[src/rtl/core/txc_pkg.sv]
// Shared types and constants for the text console cursor engine.
// Depends on nothing; every other file in rtl/core refers to it by scoped names.
`default_nettype none

package txc_pkg;

  // Field widths of the command and result ports
  localparam int unsigned KIND_W   = 2;
  localparam int unsigned CHAR_W   = 8;
  localparam int unsigned COLOR_W  = 24;
  localparam int unsigned RROW_W   = 5;
  localparam int unsigned RCOL_W   = 7;
  localparam int unsigned CCOL_W   = 8;
  localparam int unsigned CROW_W   = 6;
  localparam int unsigned LLEN_W   = 8;

  // Geometry defaults
  localparam int unsigned ROWS_DEF     = 32;
  localparam int unsigned COLS_DEF     = 128;
  localparam int unsigned TAB_STOP_DEF = 4;

  localparam logic [LLEN_W-1:0] LINE_LENGTH_RST = 8'd128;

  localparam int unsigned QUEUE_DEPTH = 2;

  // Command kinds
  localparam logic [KIND_W-1:0] KIND_CHAR  = 2'd0;
  localparam logic [KIND_W-1:0] KIND_READ  = 2'd1;
  localparam logic [KIND_W-1:0] KIND_CLEAR = 2'd2;

  // Recognised control bytes
  localparam logic [CHAR_W-1:0] CH_NL    = 8'd10;
  localparam logic [CHAR_W-1:0] CH_CR    = 8'd13;
  localparam logic [CHAR_W-1:0] CH_TAB   = 8'd9;
  localparam logic [CHAR_W-1:0] CH_BS    = 8'd8;
  localparam logic [CHAR_W-1:0] CH_SPACE = 8'd32;

  localparam logic [COLOR_W-1:0] COLOR_WHITE = 24'hFFFFFF;

  typedef enum logic [2:0] {
    OP_NL,
    OP_CR,
    OP_TAB,
    OP_BS,
    OP_PUT,
    OP_READ,
    OP_CLEAR,
    OP_NOP
  } txc_op_e;

  typedef struct packed {
    txc_op_e             op;
    logic [CHAR_W-1:0]   char_code;
    logic [COLOR_W-1:0]  color;
    logic [RROW_W-1:0]   read_row;
    logic [RCOL_W-1:0]   read_col;
  } txc_item_t;

  // Back-pressure seen by the front end
  typedef struct packed {
    logic q_full;
    logic init_busy;
  } txc_status_t;

endpackage

`default_nettype wire

[src/rtl/core/txc_front.sv]
// Front end: takes commands, decodes them into operations for the queue.
// Depends on txc_pkg.
`default_nettype none

module txc_front (
  input  wire logic                          start_i,
  output logic                               busy_o,
  input  wire logic [txc_pkg::KIND_W-1:0]    kind_i,
  input  wire logic [txc_pkg::CHAR_W-1:0]    char_code_i,
  input  wire logic [txc_pkg::COLOR_W-1:0]   color_i,
  input  wire logic [txc_pkg::RROW_W-1:0]    read_row_i,
  input  wire logic [txc_pkg::RCOL_W-1:0]    read_col_i,
  input  wire txc_pkg::txc_status_t          status_i,
  output logic                               push_o,
  output txc_pkg::txc_item_t                 item_o
);

  txc_pkg::txc_op_e op;

  always_comb begin
    case (kind_i)
      txc_pkg::KIND_CHAR: begin
        case (char_code_i)
          txc_pkg::CH_NL:  op = txc_pkg::OP_NL;
          txc_pkg::CH_CR:  op = txc_pkg::OP_CR;
          txc_pkg::CH_TAB: op = txc_pkg::OP_TAB;
          txc_pkg::CH_BS:  op = txc_pkg::OP_BS;
          default:         op = txc_pkg::OP_PUT;
        endcase
      end
      txc_pkg::KIND_READ:  op = txc_pkg::OP_READ;
      txc_pkg::KIND_CLEAR: op = txc_pkg::OP_CLEAR;
      default:             op = txc_pkg::OP_NOP;
    endcase
  end

  assign busy_o = status_i.q_full | status_i.init_busy;
  assign push_o = start_i & ~busy_o;

  assign item_o.op        = op;
  assign item_o.char_code = char_code_i;
  assign item_o.color     = color_i;
  assign item_o.read_row  = read_row_i;
  assign item_o.read_col  = read_col_i;

endmodule

`default_nettype wire

[config.mk]
export PLATFORM = sky130hd
export DESIGN_NAME = txc_front
export DESIGN_NICKNAME = d
export VERILOG_FILES = /design/src/rtl/core/txc_pkg.sv /design/src/rtl/core/txc_front.sv
export SDC_FILE = /design/constraint.sdc
export NUM_CORES = 1
export LEC_CHECK = 0
export BUFFER_PORTS_ARGS = -buffer_cell sky130_fd_sc_hd__buf_2
export CELL_PAD_IN_SITES_DETAIL_PLACEMENT = 0
export CELL_PAD_IN_SITES_GLOBAL_PLACEMENT = 1
export CORE_MARGIN = 4
export CORE_UTILIZATION = 13
export DETAILED_ROUTE_END_ITERATION = 8
export PLACE_DENSITY = 0.83
export SLEW_MARGIN = 20
export SYNTH_ARGS = -nofsm -noshare
export SYNTH_HDL_FRONTEND = slang
export SYNTH_SLANG_ARGS = --single-unit
[constraint.sdc]
create_clock -name vclk -period 1.05
set_input_delay 0.21 -clock vclk [all_inputs]
set_output_delay 0.21 -clock vclk [all_outputs]
set_load 0.1 [all_outputs]
After elaboration in Yosys (flattened, before gate mapping)
Index checks and enable logic that the tools add are counted.
{"block": "word_totals", "ff_bits": 0, "out_inout_bits": 49, "word_cells": 12}
{"block": "classes", "n_eq_ne": 6, "n_mux": 2, "n_bitwise": 3, "reduce_logical": 1}
{"cell": "8-bit by 4-bit equality test with 1-bit output (second input constant)", "n": 4}
{"cell": "3-bit case mux with 4 select lines", "n": 1}
{"cell": "3-bit case mux with 3 select lines", "n": 1}
{"cell": "2-bit by 1-bit equality test with 1-bit output (second input constant)", "n": 1}
{"cell": "2-bit equality test (second input constant)", "n": 1}
{"cell": "2-bit zero test", "n": 1}
{"cell": "1-bit AND", "n": 1}
{"cell": "1-bit NOT", "n": 1}
{"cell": "1-bit bitwise OR", "n": 1}

Depth between registers and ports, before layout
{"block": "logic_depth", "depth_word": 3, "ltp_mapped": 4}

Least setup slack after synthesis
OpenSTA, ideal clock, no wires.
{"block": "synth_path", "kind": "input to output", "startpoint": "in kind_i[0] (netlist name)", "endpoint": "out item_o[44] (netlist name)", "t_arrival_ns": 2.808, "t_required_ns": 0.840, "slack_ns": -1.968, "cell_stages": 4, "n_path_buf": 0, "path_cell_list": "inv_1 -> ha_1 -> nand4b_1 -> o31ai_1"}
{"item": "start: declaration", "line": "txc_front.sv:8", "text": "input wire logic [txc_pkg::KIND_W-1:0] kind_i,"}
{"item": "end: declaration", "line": "txc_front.sv:15", "text": "output txc_pkg::txc_item_t item_o"}

==> out/results.tsv <==
metric	value	unit
design.seq.count	0	
grt_pass1_vias	332	
grt_max_degree	4	
use_met3	0.998	%
track_usage	3.85	%
port_buffers	26	
worstHoldPathCells	0	
grt_setup_unrepaired	true	
critPathSlowestCell	o31ai_4	
critPathArrivalTime	1.28	ns
routed_via_density	3.02	
die_area	4550	µm²
max_stage_delay	0.32	ns
hp-start	color_i[6]	
grt_util_met2	7.73	%
maxSlewHeadroom	81.4	%
finalCriticalPeriod	1.49	ns
critPathLaunchType	input port	
violations	setup timing	
hp-class	in -> out	
endpoint_kind	output pin	
routed_wl	995	µm
dp_hpwl	817	µm
post-synth-top-count-cell	buf_4	
vias	314	
synth_top_cells_by_count	44 x buf_4, 3 x inv_1	
worstMarginPinSlew	0.281	ns
grt_busiest_layer	met2	
synth_largest_area_cell	buf_4	
dieHeight	67.4	µm
avgRoutedWirePerCell	9.57	µm
hold_violations	0	
netlist_area	459	µm²
seq_area	0	µm²
place_congestion	0.618	
finalSetupViolCount	3	
grt_overflow	0	
slew_viol_final	0	
critPathMaxFanout	2	
drv_cap	0	
core_area	3360	µm²
syn_nets	113	
grt_pass1_wl	1440	µm
cp_cell_sequence	buf_8 -> nor3b_4 -> nand4b_1 -> o31ai_4 -> buf_12	
seq_area_frac_synth	0	%
grt.met1_usage	3.84	%
syn_area_per_cell	7.41	µm²
n_antenna_cell	0	
p_total	0.514	mW
dr.pass1.iters	2	
criticalPathCategory	in -> out	
synthDistinctLibCells	13	
syn2layout_area_growth	58.6	%
synth_top_area_share	71.9	%
tns	-1.23	ns
critPathBufInv	2	
drt-initial-drc-count	6	
drive_above_1_share	87.9	%
finalNetCount	111	
yosys_warnings	0	
syn_inst	62	
die_width	67.4	µm
start_util	13.7	%
antenna_found_initial	0	
drtAntennaViolNets	0	
status	finished, violations left	
timing.final.ws_setup	-0.441	ns
p_leak	0.323	nW
rows	21	
hold_end	item_o[18]	
fmax	671	MHz
critPathTopFamily	simple AND/OR/NAND/NOR gates	
cts_hold_buf	0	
irDropWorstVdd	0.102	mV
worstPathRequired	0.84	ns
drc	0	
fin_crit_sh	142	%
clkbuf_count	0	
synth.area.top_cells	buf_4 72%, ha_1 5.4%, o31ai_1 3.3%, nor3b_2 2.7%, inv_1 2.5%	
io_pins	98	
powerDensity	706	nW/µm²
==> cells in the final DEF (no fill, tap or decap) <==
master and count:
buf_12 12, buf_6 5, nor3b_4 1, nand4b_1 1, buf_4 15, or2_4 1
ha_1 1, xor2_1 1, a21oi_1 2, buf_8 2, inv_2 2, a211o_4 1
nor2_4 1, ha_4 1, nand3_2 1, buf_2 6, inv_1 1, nor2_2 1
o31ai_4 2, mux2i_1 1
==> per-stage QoR <==
step	util, %	cell area (µm²)	hold WS, ns	instances	setup slack (ns)
floorplan	-	524	0.599	62	-0.701
global placement	18.5	622	0.421	100	-0.443
detailed placement	18.5	622	0.421	100	-0.502
CTS	20.6	693	0.421	103	-0.461
global route	21.7	728	0.420	104	-0.471
finish	21.7	728	0.420	104	-0.441
==> area by class of cell <==
cell class,instances,area (µm²)
Multi-Input combinational cell,15,190
Timing Repair Buffer,40,469
Inverter,3,11.3
Fill cell,374,2640
Tap cell,46,57.6
==> routing by layer <==
layer	up-vias	part of all wire, %
li1	146	-
met1	139	29
met2	25	57
met3	4	12
met4	0	1.4
met5	-	0
==> worst max path at each step <==
stage	startpoint	to	depth (start not counted)
2_1_floorplan	char_code_i[5]	item_o[44]	3
3_3_place_gp	char_code_i[5]	item_o[44]	5
3_5_place_dp	char_code_i[5]	item_o[45]	5
4_1_cts	char_code_i[4]	item_o[44]	5
5_1_grt	char_code_i[5]	item_o[44]	5
6_report	char_code_i[5]	item_o[44]	5
==> cells by family (layout without fill, tap and decap cells) <==
family	Yosys count	count (layout)	synth area share (%)
muxes	1	1	2.18
xor gates and xnor gates	1	1	1.91
AOI/OAI and AO/OA	5	5	7.36
buffers and inverters	47	43	74.4
and+or+nand+nor	6	6	8.72
adders and majority gates	2	2	5.45
==> power by group <==
part	switching, mW	internal [mW]
combinational	0.305	0.209
clock	0	0
sequential	0	0
==> repair_timing <==
item | 4_1_cts | 5_1_grt
gates resized for setup | 13 | 6
pin swaps | 6 | 5
endpoints found under the setup margin | 5 | 4
setup buffers | 3 | 1
No activity file was read; power rests on OpenSTA's default activity.
