$ cat src/rtl/core/txc_pkg.sv
// Shared types and constants for the text console cursor engine.
// Depends on nothing; every other file in rtl/core refers to it by scoped names.
`default_nettype none

package txc_pkg;

  // Field widths of the command and result ports
  localparam int unsigned KIND_W   = 2;
  localparam int unsigned CHAR_W   = 8;
  localparam int unsigned COLOR_W  = 24;
  localparam int unsigned RROW_W   = 5;
  localparam int unsigned RCOL_W   = 7;
  localparam int unsigned CCOL_W   = 8;
  localparam int unsigned CROW_W   = 6;
  localparam int unsigned LLEN_W   = 8;

  // Geometry defaults
  localparam int unsigned ROWS_DEF     = 32;
  localparam int unsigned COLS_DEF     = 128;
  localparam int unsigned TAB_STOP_DEF = 4;

  localparam logic [LLEN_W-1:0] LINE_LENGTH_RST = 8'd128;

  localparam int unsigned QUEUE_DEPTH = 2;

  // Command kinds
  localparam logic [KIND_W-1:0] KIND_CHAR  = 2'd0;
  localparam logic [KIND_W-1:0] KIND_READ  = 2'd1;
  localparam logic [KIND_W-1:0] KIND_CLEAR = 2'd2;

  // Recognised control bytes
  localparam logic [CHAR_W-1:0] CH_NL    = 8'd10;
  localparam logic [CHAR_W-1:0] CH_CR    = 8'd13;
  localparam logic [CHAR_W-1:0] CH_TAB   = 8'd9;
  localparam logic [CHAR_W-1:0] CH_BS    = 8'd8;
  localparam logic [CHAR_W-1:0] CH_SPACE = 8'd32;

  localparam logic [COLOR_W-1:0] COLOR_WHITE = 24'hFFFFFF;

  typedef enum logic [2:0] {
    OP_NL,
    OP_CR,
    OP_TAB,
    OP_BS,
    OP_PUT,
    OP_READ,
    OP_CLEAR,
    OP_NOP
  } txc_op_e;

  typedef struct packed {
    txc_op_e             op;
    logic [CHAR_W-1:0]   char_code;
    logic [COLOR_W-1:0]  color;
    logic [RROW_W-1:0]   read_row;
    logic [RCOL_W-1:0]   read_col;
  } txc_item_t;

  // Back-pressure seen by the front end
  typedef struct packed {
    logic q_full;
    logic init_busy;
  } txc_status_t;

endpackage

`default_nettype wire

$ cat src/rtl/core/txc_queue.sv
// Short operation queue between front and back ends.
// Depends on txc_pkg.
`default_nettype none

module txc_queue (
  input  wire logic               clk_i,
  input  wire logic               rst_ni,
  input  wire logic               push_i,
  input  wire txc_pkg::txc_item_t item_i,
  input  wire logic               pop_i,
  output txc_pkg::txc_item_t      head_o,
  output logic                    empty_o,
  output logic                    full_o
);

  localparam int unsigned PW = (txc_pkg::QUEUE_DEPTH > 1) ? $clog2(txc_pkg::QUEUE_DEPTH) : 1;
  localparam int unsigned NW = $clog2(txc_pkg::QUEUE_DEPTH + 1);

  txc_pkg::txc_item_t entry_q [txc_pkg::QUEUE_DEPTH];
  logic [PW-1:0] wr_ptr_q, wr_ptr_d;
  logic [PW-1:0] rd_ptr_q, rd_ptr_d;
  logic [NW-1:0] count_q, count_d;

  function automatic logic [PW-1:0] ptr_inc(input logic [PW-1:0] p);
    return (p == PW'(txc_pkg::QUEUE_DEPTH - 1)) ? '0 : p + 1'b1;
  endfunction

  assign empty_o = (count_q == '0);
  assign full_o  = (count_q == NW'(txc_pkg::QUEUE_DEPTH));
  assign head_o  = entry_q[rd_ptr_q];

  always_comb begin
    wr_ptr_d = push_i ? ptr_inc(wr_ptr_q) : wr_ptr_q;
    rd_ptr_d = pop_i  ? ptr_inc(rd_ptr_q) : rd_ptr_q;
    count_d  = count_q;
    if (push_i && !pop_i) begin
      count_d = count_q + 1'b1;
    end else if (pop_i && !push_i) begin
      count_d = count_q - 1'b1;
    end
  end

  always_ff @(posedge clk_i or negedge rst_ni) begin
    if (!rst_ni) begin
      wr_ptr_q <= '0;
      rd_ptr_q <= '0;
      count_q  <= '0;
    end else begin
      wr_ptr_q <= wr_ptr_d;
      rd_ptr_q <= rd_ptr_d;
      count_q  <= count_d;
    end
  end

  always_ff @(posedge clk_i) begin
    if (push_i) begin
      entry_q[wr_ptr_q] <= item_i;
    end
  end

endmodule

`default_nettype wire

$ cat config.mk
export PLATFORM = sky130hd
export DESIGN_NAME = txc_queue
export DESIGN_NICKNAME = d
export VERILOG_FILES = /design/src/rtl/core/txc_pkg.sv /design/src/rtl/core/txc_queue.sv
export SDC_FILE = /design/constraint.sdc
export NUM_CORES = 1
export LEC_CHECK = 0
export BUFFER_PORTS_ARGS = -buffer_cell sky130_fd_sc_hd__clkbuf_2
export CAP_MARGIN = 10
export CORE_UTILIZATION = 52
export DETAILED_ROUTE_END_ITERATION = 8
export GPL_ROUTABILITY_DRIVEN = 1
export PLACE_DENSITY = 0.79
export SLEW_MARGIN = 20
export SYNTH_ARGS = -nofsm -noshare
export SYNTH_HDL_FRONTEND = slang
export SYNTH_SLANG_ARGS = --single-unit
$ cat constraint.sdc
create_clock -name clk_i -period 4.2 [get_ports clk_i]
set_input_delay 0.21 -clock clk_i [delete_from_list [all_inputs] [get_ports clk_i]]
set_output_delay 0.21 -clock clk_i [all_outputs]
set_load 0.02 [all_outputs]
[Word level (Yosys, flattened, before mapping)]
Memory sizes are Yosys's and may differ from the RTL's.
Index checks and enable logic that the tools add are counted.
Operators by class
  add/sub/neg operators: 4
  equality and inequality tests: 1
  muxes and demuxes: 6
  reduce and logical (&&, ||, !) cells: 6
Operator list (count)
  two-way mux 1 bit: 4
  two-way mux 2 bit: 2
  adder 1 bit (second input constant): 2
  adder 2 x 1 -> 2 bit (second input constant): 1
  == test 2 bit (second input constant): 1
  logical AND 1 bit: 2
  zero test 1 bit: 2
  zero test 2 bit: 1
  nonzero test 2 bit: 1
  subtractor 2 x 1 -> 2 bit (second input constant): 1
Word-level totals
  bits in registers: 4
  memory bits (writable): 94
  word-level logic and storage cells: 21
  memories: 1
Memories
  entry_q: depth 2, bits a word 47, read ports 1, clocked after memory_dff 0, wr ports 1, line txc_queue.sv:19  | txc_pkg::txc_item_t entry_q [txc_pkg::QUEUE_DEPTH];

[Logic depth before layout (Yosys ltp)]
Gate-level depths: netlist of the first run.
  depth after elaboration: 4
  mapped depth: 5

[Worst setup path after synthesis of the first run]
OpenSTA, ideal clock, no wires.
  kind: register -> register
  start point: reg wr_ptr_q
  end point: mem entry_q[0][0] (netlist bit) (enable)
  arrival time: 2.501 ns
  slack: 1.242 ns
  stages on the path, launching flop included: 2
  path buffers: 0
  clock period less this slack: 2.958 ns
  cell sequence: dfrtp_1 > nor2b_1
RTL lines
  start, declared: line txc_queue.sv:20  | logic [PW-1:0] wr_ptr_q, wr_ptr_d;
  start signal, assigned: line txc_queue.sv:49  | wr_ptr_q <= wr_ptr_d;
  end, declared: line txc_queue.sv:19
Straight into the memory's write port.

==> results of run 1 <==
==> through the flow <==
step	util (%)	total power, mW	cells
floorplan	-	2.15	162
global placement	62.6	2.41	354
detailed placement	62.6	2.43	354
CTS	65.5	2.98	371
global route	65.5	3.09	371
finish	65.5	2.95	371
==> worst min-delay path by stage <==
stage / start / endpoint / cells after the start
after CTS: item_i[30] / entry_q[0][30] / 1
final: item_i[5] / entry_q[0][5] / 1
after global routing: item_i[30] / entry_q[0][30] / 1
after detailed placement: rst_ni / count_q[1] / 1
after global placement: rst_ni / count_q[1] / 1
after floorplan: rst_ni / count_q[0] / 0
==> flip-flops by register name (all words and copies together) (netlist names) <==
name / flops
wr_ptr_q: 1
entry_q: 94
count_q: 2
rd_ptr_q: 1
==> cells by family (layout without fill, tap and decap cells) <==
family / after synthesis / after routing / synth area share (%)
flip-flops: 98 / 98 / 79.9
adder cells (fa/ha/maj): 1 / 1 / 0.342
buffers and inverters: 6 / 119 / 1.30
AND/OR/NAND/NOR: 5 / 5 / 0.719
XOR/XNOR: 5 / 5 / 1.20
multiplexers: 47 / 47 / 16.5
==> cells in the mapped netlist, drive strengths merged <==
| master | instances |
|---|---|
| and2 | 1 |
| buf | 5 |
| dfrtp | 4 |
| edfxtp | 94 |
| ha | 1 |
| inv | 1 |
| mux2 | 47 |
| nor2 | 2 |
| nor2b | 2 |
| xnor2 | 1 |
| xor2 | 4 |
==> metal layers <==
layer	track usage, %	vias to the layer above
met4	9.09	0
met1	18.1	890
met2	29.4	61
met5	0	-
met3	3.75	13
li1	-	845
==> layout make-up <==
| class | count | share of cell area (%) |
|---|---|---|
| clock inverter | 7 | 1.35 |
| inverter | 1 | 0.0844 |
| multi-input combinational | 58 | 15.7 |
| sequential | 98 | 65.7 |
| clock buffer | 9 | 2.78 |
| tap | 96 | 2.70 |
| timing repair buffer | 102 | 11.7 |
==> power by group <==
part           total, mW  internal [mW]  switching [mW]
Clock              0.555          0.268           0.287
Sequential          1.40           1.30           0.102
Combinational      0.995          0.431           0.565
Total               2.95           2.00           0.954
==> critical path, stage by stage (launching register included) <==
cell and delay, ns:
dfrtp_2 0.74, buf_4 0.50, mux2_2 0.40, clkbuf_2 0.16
==> results.cfg, run 1 <==
[yosys]
ys_seq_elements = 98
yosys_warnings = 0
syn_inst = 162
seq_area_frac_synth_pct = 79.9
synth_top_area_share_pct = 77.2
syn_avg_cell_area_um2 = 22.6
synth_area_leaders = edfxtp_1, mux2_2, mux2_4
yosysTopAreaCell = edfxtp_1
synth_area_um2 = 3660
syn_nets = 214
ys_types = 13

[placement]
dpl_cell_area_um2 = 4250
port_buffers = 99
gp_congestion = 0.722
dp_slack_ns = 2.20
hpwlAfterDp_mm = 3.81

[timing]
rsz0062_at_grt = false
max_freq_ghz = 0.426
tightest_slew_ns = 0.672
hold_viol = 0
drv_slew = 0
fin_crit_sh_pct = 55.9
period_needed_ns = 2.35
finalSetupTns_ns = 0
max_slew_margin_pct = 55.1
fin_worst_skew_ns = 0.00784
worst_slack_ns = 1.85
hold_ws_ns = 0.0658
final-setup-viol-count = 0

[cts]
clk_root_buffer_cell = clkbuf_8
cts_buffer_depth = 2
clk_pin_slew_ns = 0.09
cts.htree.levels = 3
worstSkewPairLatency_ns = 0.33
cts_buffers = 9
cts_tree = built
holdBufCountCts = 1
cts_sinks = 98
postCtsSetupRepairBufs = 0
ctsResizeCount = 0

[flow_run]
max_cap_violations = 0

[pwr]
p_per_area_nw_per_um2 = 663
ir_drop_mv = 0.383
p_leak_nw = 1.76

[worst_setup_path]
worstSetupStartpoint = rd_ptr_q
r2r_cells = 2
r2r_start = wr_ptr_q
reg2reg_setup_slack_ns = 2.39
timing.rr.end = entry_q[0][35]
critPathRequiredTime_ns = 3.99
cp-start-kind = register
arrival_ns = 2.14
worstSetupEndpointType = primary output
crit_type = register to primary output
critical_path.max_fanout = 26
endpoint = head_o[28]

[routing]
wl_per_cell_um = 15.5
routed_wl_mm = 5.76
ant_nets = 0
routed.top_layer = met4
dr.pass1.iters = 4
dr.first_iter.drc_count = 89
wl_met2_mm = 3.06
drc = 0
wl_met3_um = 233
met1Wirelength_mm = 2.34
via_count = 1809
viasPerCell = 4.88

[layout]
design_area_um2 = 4450
final_common_cell = clkbuf_2
area_growth_pct = 21.7
nFillCells = 482
mostFrequentLayoutCells = clkbuf_2, edfxtp_1, mux2_2, mux2_4, clkbuf_8
fin_nets = 322
antenna_cells = 0
seq_area_um2 = 2920
drive_gt1_share_pct = 59.3
multi_input_area_um2 = 697

[global_route]
grt_pass1_wl_mm = 8.80
grt_usage_pct = 16.5
antenna_found_initial = 0
grt_pass1_vias = 1899
grt_overflow = 0
grt_max_degree = 48

[floorplan]
num_rows = 30
die_x_um = 85.9
io_pins = 100
dieArea_um2 = 7370
dieHeight_um = 85.9
initial_core_util_pct = 53.8
core-area_um2 = 6790

[status]
status = complete, no violations

[min_path]
hold_path_class = input port to register
Note: power is estimated with default switching activity, not from simulation.
==> run 2: changes to the inputs <==
Settings changed: CORE_UTILIZATION 52 to 47, PLACE_DENSITY 0.79 to 0.76.
Clock period 4.2 ns to 1.95 ns, I/O delays scaled along.
==> run 2 against run 1 <==
Compared with the run above:
- power up 120%
- worst setup slack got worse by 1.6 ns
- largest cell class unchanged
- die area increased by 10%
- clock power grew 120%
- sequential power rose by 110%
- clock skew up 0.0022 ns
- combinational power rose by 140%
==> results.cfg, run 2 (synthesized netlist as in run 1, its figures left out) <==
[status]
status = complete, no violations

[layout]
area_growth_pct = 36.5
seq_area_um2 = 2920
antenna_cells = 0
fin_nets = 375
drive_gt1_share_pct = 51.8
nFillCells = 500
mostFrequentLayoutCells = clkbuf_2, edfxtp_1, dlygate4sd3_1, mux2_2, mux2_4
design_area_um2 = 4990
regMostFlops = entry_q
largest_reg_flops = 94
stdcell_count = 427
reg_top3 = entry_q: 94 flops, count_q: 2 flops
final_common_cell = clkbuf_2
multi_input_area_um2 = 696

[timing]
worst_slack_ns = 0.279
rsz0062_at_grt = false
period_needed_ns = 1.67
max_freq_ghz = 0.598
hold_viol = 0
max_slew_margin_pct = 76.0
drv_slew = 0
tightest_slew_ns = 0.361
final-setup-viol-count = 0
fin_crit_sh_pct = 85.7
fin_worst_skew_ns = 0.0100
finalSetupTns_ns = 0

[placement]
dpl_cell_area_um2 = 4300
dpl.cell_count = 361
port_buffers = 99
gp_congestion = 0.746
hpwlAfterDp_mm = 3.84
dp_slack_ns = 0.642

[routing]
wl_per_cell_um = 14.7
ant_nets = 0
dr.first_iter.drc_count = 59
dr.pass1.iters = 4
viasPerCell = 4.69
via_count = 2001
routed_wl_mm = 6.26
drc = 0

[cts]
cts_buffers = 9
cts_tree = built
cts_buffer_depth = 2
clk_pin_slew_ns = 0.09
cts.htree.levels = 3
ctsResizeCount = 0
clk_root_buffer_cell = clkbuf_8
cts_sinks = 98
worstSkewPairLatency_ns = 0.34
postCtsSetupRepairBufs = 0
holdBufCountCts = 50

[global_route]
grt_usage_pct = 16.1
grt_overflow = 0
grt_pass1_wl_mm = 9.88
grt_pass1_vias = 2181
antenna_found_initial = 0
grt_max_degree = 31

[worst_setup_path]
worstSetupEndpointType = primary output
critical_path.max_fanout = 18
crit_type = register to primary output
cp-start-kind = register
reg2reg_setup_slack_ns = 0.72
slowest_stage = dfrtp_2
max_stage_delay_ns = 0.39
r2r_start = wr_ptr_q
r2r_cells = 2
timing.rr.end = entry_q[1][12]
critPathRequiredTime_ns = 1.85
crit_chain = buf_4 -> mux2_2 -> clkbuf_2
arrival_ns = 1.57

[flow_run]
max_cap_violations = 0

[floorplan]
die_x_um = 90.2
io_pins = 100
core-area_um2 = 7370
num_rows = 31
initial_core_util_pct = 49.6
dieHeight_um = 90.2
dieArea_um2 = 8140

[pwr]
swShare_pct = 32.2
power_frac_comb_pct = 36.4
p_leak_nw = 2.00
internal_power_mw = 4.44
power.share.sequential_pct = 44.6
clock_power_share_pct = 19.0
ir_drop_mv = 0.817
p_sw_mw = 2.11
finalPower_mw = 6.55
p_per_area_nw_per_um2 = 1310

[min_path]
hold_path_class = input port to async pin
-- run 2: changes by cell type in the layout (fill, tap and decap cells not counted), moves of 2 or more --
cell           change
buf_4              +3
clkinv_2           +2
dlygate4sd3_1     +49
clkinv_1           -4
-- run 2: metrics by stage --
stage	util, %	hold WS (ns)
finish	67.8	0.0958
global route	67.8	0.0894
CTS	67.8	0.0796
detailed placement	58.4	-0.0809
global placement	58.4	-0.0838
floorplan	-	-0.198
-- run 2: worst max-delay path by stage --
stage / start / to / cells after the start
floorplan: wr_ptr_q / entry_q[1][0] / 1
global placement: rd_ptr_q / head_o[34] / 3
detailed placement: rd_ptr_q / head_o[34] / 3
CTS: rd_ptr_q / head_o[34] / 3
global route: rd_ptr_q / head_o[44] / 3
finish: rd_ptr_q / head_o[44] / 3
-- run 2: area by class of cell --
| type | count | area share, % |
|---|---|---|
| Sequential cell | 98 | 58.6 |
| Timing Repair Buffer | 155 | 21.1 |
| Multi-Input combinational cell | 58 | 13.9 |
| Clock buffer | 10 | 2.56 |
| Tap cell | 99 | 2.48 |
| Clock inverter | 6 | 1.30 |
| Inverter | 1 | 0.0752 |
-- run 2: power by group through the flow --
stage | Sequential [mW] | Clock [mW] | Combinational [mW]
after detailed placement | 2.98 | 0 | 2.33
after global routing | 2.96 | 1.36 | 2.54
after floorplan | 2.94 | 0 | 1.69
after global placement | 2.95 | 0 | 2.32
after CTS | 2.93 | 1.28 | 2.42
final | 2.92 | 1.24 | 2.38
-- run 2: routing by layer --
layer	vias up	global-route usage, %	share of wire [%]	wire (um)
met2	76	30.2	53	3290
li1	951	-	-	-
met3	8	4.91	5.3	333
met5	-	0	0	0
met1	966	17.5	41	2590
met4	0	4.44	0.81	51
-- run 2: critical path: cells and delay by family (launching register included) --
family | cells | cell delay (ns)
buffers and inverters | 2 | 0.45
flip-flops | 1 | 0.39
multiplexers | 1 | 0.39
==> run 3: changes to the inputs <==
Settings changed: CELL_PAD_IN_SITES_DETAIL_PLACEMENT set to 2, CELL_PAD_IN_SITES_GLOBAL_PLACEMENT set to 2, CORE_UTILIZATION 47 to 34, PLACE_DENSITY 0.76 to unset, PLACE_DENSITY_LB_ADDON set to 0.1.
==> run 3 against run 2 <==
Compared with the run above:
- combinational power about the same
- clock-buffer cell count unchanged
- wire length rose by 16%
- die area rose by 37%
- sequential share of layout area is 0.13 points lower
- sequential power about the same
- first-iteration DRC count is 36% lower
- largest power group unchanged
==> results.cfg, run 3 (synthesized netlist as in run 1, its figures left out) <==
[status]
status = complete, no violations

[layout]
largest_reg_flops = 94
final_common_cell = clkbuf_2
antenna_cells = 0
regMostFlops = entry_q
fin_nets = 375
reg_top3 = entry_q: 94 flops, count_q: 2 flops
drive_gt1_share_pct = 51.8
area_growth_pct = 36.8
mostFrequentLayoutCells = clkbuf_2, edfxtp_1, dlygate4sd3_1, mux2_2, mux2_4

[floorplan]
die_x_um = 106
dieHeight_um = 106
io_pins = 100
dieArea_um2 = 11200
core-area_um2 = 10400
initial_core_util_pct = 35.3
num_rows = 37

[placement]
dp_slack_ns = 0.532
hpwlAfterDp_mm = 4.70
port_buffers = 99
gp_congestion = 0.665

[worst_setup_path]
critical_path.max_fanout = 29
crit_type = register to primary output
arrival_ns = 1.66
timing.rr.end = entry_q[1][33]
cp-start-kind = register
critPathRequiredTime_ns = 1.85
worstSetupEndpointType = primary output
reg2reg_setup_slack_ns = 0.67
r2r_start = wr_ptr_q
r2r_cells = 2

[routing]
routed_wl_mm = 7.29
dr.pass1.iters = 4
via_count = 2029
ant_nets = 0
dr.first_iter.drc_count = 38
wl_per_cell_um = 15.7
drc = 0
viasPerCell = 4.37

[flow_run]
max_cap_violations = 0

[timing]
period_needed_ns = 1.76
fin_crit_sh_pct = 90.2
tightest_slew_ns = 0.425
rsz0062_at_grt = false
drv_slew = 0
worst_slack_ns = 0.191
final-setup-viol-count = 0
hold_viol = 0
max_freq_ghz = 0.568
hold_ws_ns = 0.0865
fin_worst_skew_ns = 0.00634
max_slew_margin_pct = 71.7

[global_route]
grt_overflow = 0
grt_max_degree = 30
antenna_found_initial = 0
grt_pass1_vias = 2307
grt_usage_pct = 13.8
grt_pass1_wl_mm = 11.4

[cts]
worstSkewPairLatency_ns = 0.35
cts_buffers = 9
clk_root_buffer_cell = clkbuf_8
cts_buffer_depth = 2
cts_tree = built
cts_sinks = 98
ctsResizeCount = 0
clk_pin_slew_ns = 0.09
cts.htree.levels = 3

[pwr]
ir_drop_mv = 0.560
p_leak_nw = 1.98
p_per_area_nw_per_um2 = 1290

[min_path]
hold_path_class = input port to async pin
==> run 3: changes by cell type in the layout (fill, tap and decap cells not counted) <==
cell        change
buf_12          -1
buf_4           +1
bufinv_16       -1
clkinvlp_4      +1
==> run 3: worst max-delay path by stage <==
stage | startpoint | end | slack (ns) | cells after the start
floorplan | wr_ptr_q | entry_q[1][0] | -0.01 | 1
global placement | rd_ptr_q | head_o[34] | 0.54 | 3
detailed placement | rd_ptr_q | head_o[34] | 0.53 | 3
CTS | rd_ptr_q | head_o[34] | 0.13 | 3
global route | rd_ptr_q | head_o[21] | 0.09 | 3
finish | rd_ptr_q | head_o[34] | 0.19 | 3
==> run 3: repair_timing <==
item | CTS | global route
buffers inserted | 0 | 0
hold buffers | 50 | 0
endpoints found under the hold margin | 100 | 0
==> run 3: area by class of cell <==
class,instances,area [um2]
sequential,98,2920
clock inverter,6,42.5
tap,136,170
clock buffer,10,128
fill,998,5370
timing repair buffer,155,1040
inverter,1,3.75
multi-input combinational,58,696
==> run 3: power by group <==
part           internal, mW  total (mW)  switching [mW]
registers              2.80        2.93           0.129
logic                  1.02        2.39            1.37
clock network         0.467        1.14           0.673
==> run 3: routing by layer <==
layer  up-vias  GRT usage, %  share of wire (%)
met5         -             0                  0
met4         0          3.57               0.75
met3         4          4.27                5.2
met2        68          25.7                 55
met1      1006          15.1                 39
li1        951             -                  -
==> run 3: worst max-delay path: stages (launching register included) <==
cell and delay [ns]:
dfrtp_2 0.36, buf_4 0.38, mux2_2 0.41, clkbuf_2 0.16
==> run 3: through the flow <==
| step | TNS [ns] | power (mW) | instance area [um2] | utilization, % | std cells |
|---|---|---|---|---|---|
| after floorplan | -0.639 | 4.63 | 3660 | - | 162 |
| after global placement | 0 | 5.30 | 4330 | 41.8 | 398 |
| after detailed placement | 0 | 5.34 | 4330 | 41.8 | 398 |
| after CTS | 0 | 6.57 | 5000 | 48.3 | 464 |
| after global routing | 0 | 6.79 | 5000 | 48.3 | 464 |
| final | 0 | 6.46 | 5000 | 48.3 | 464 |
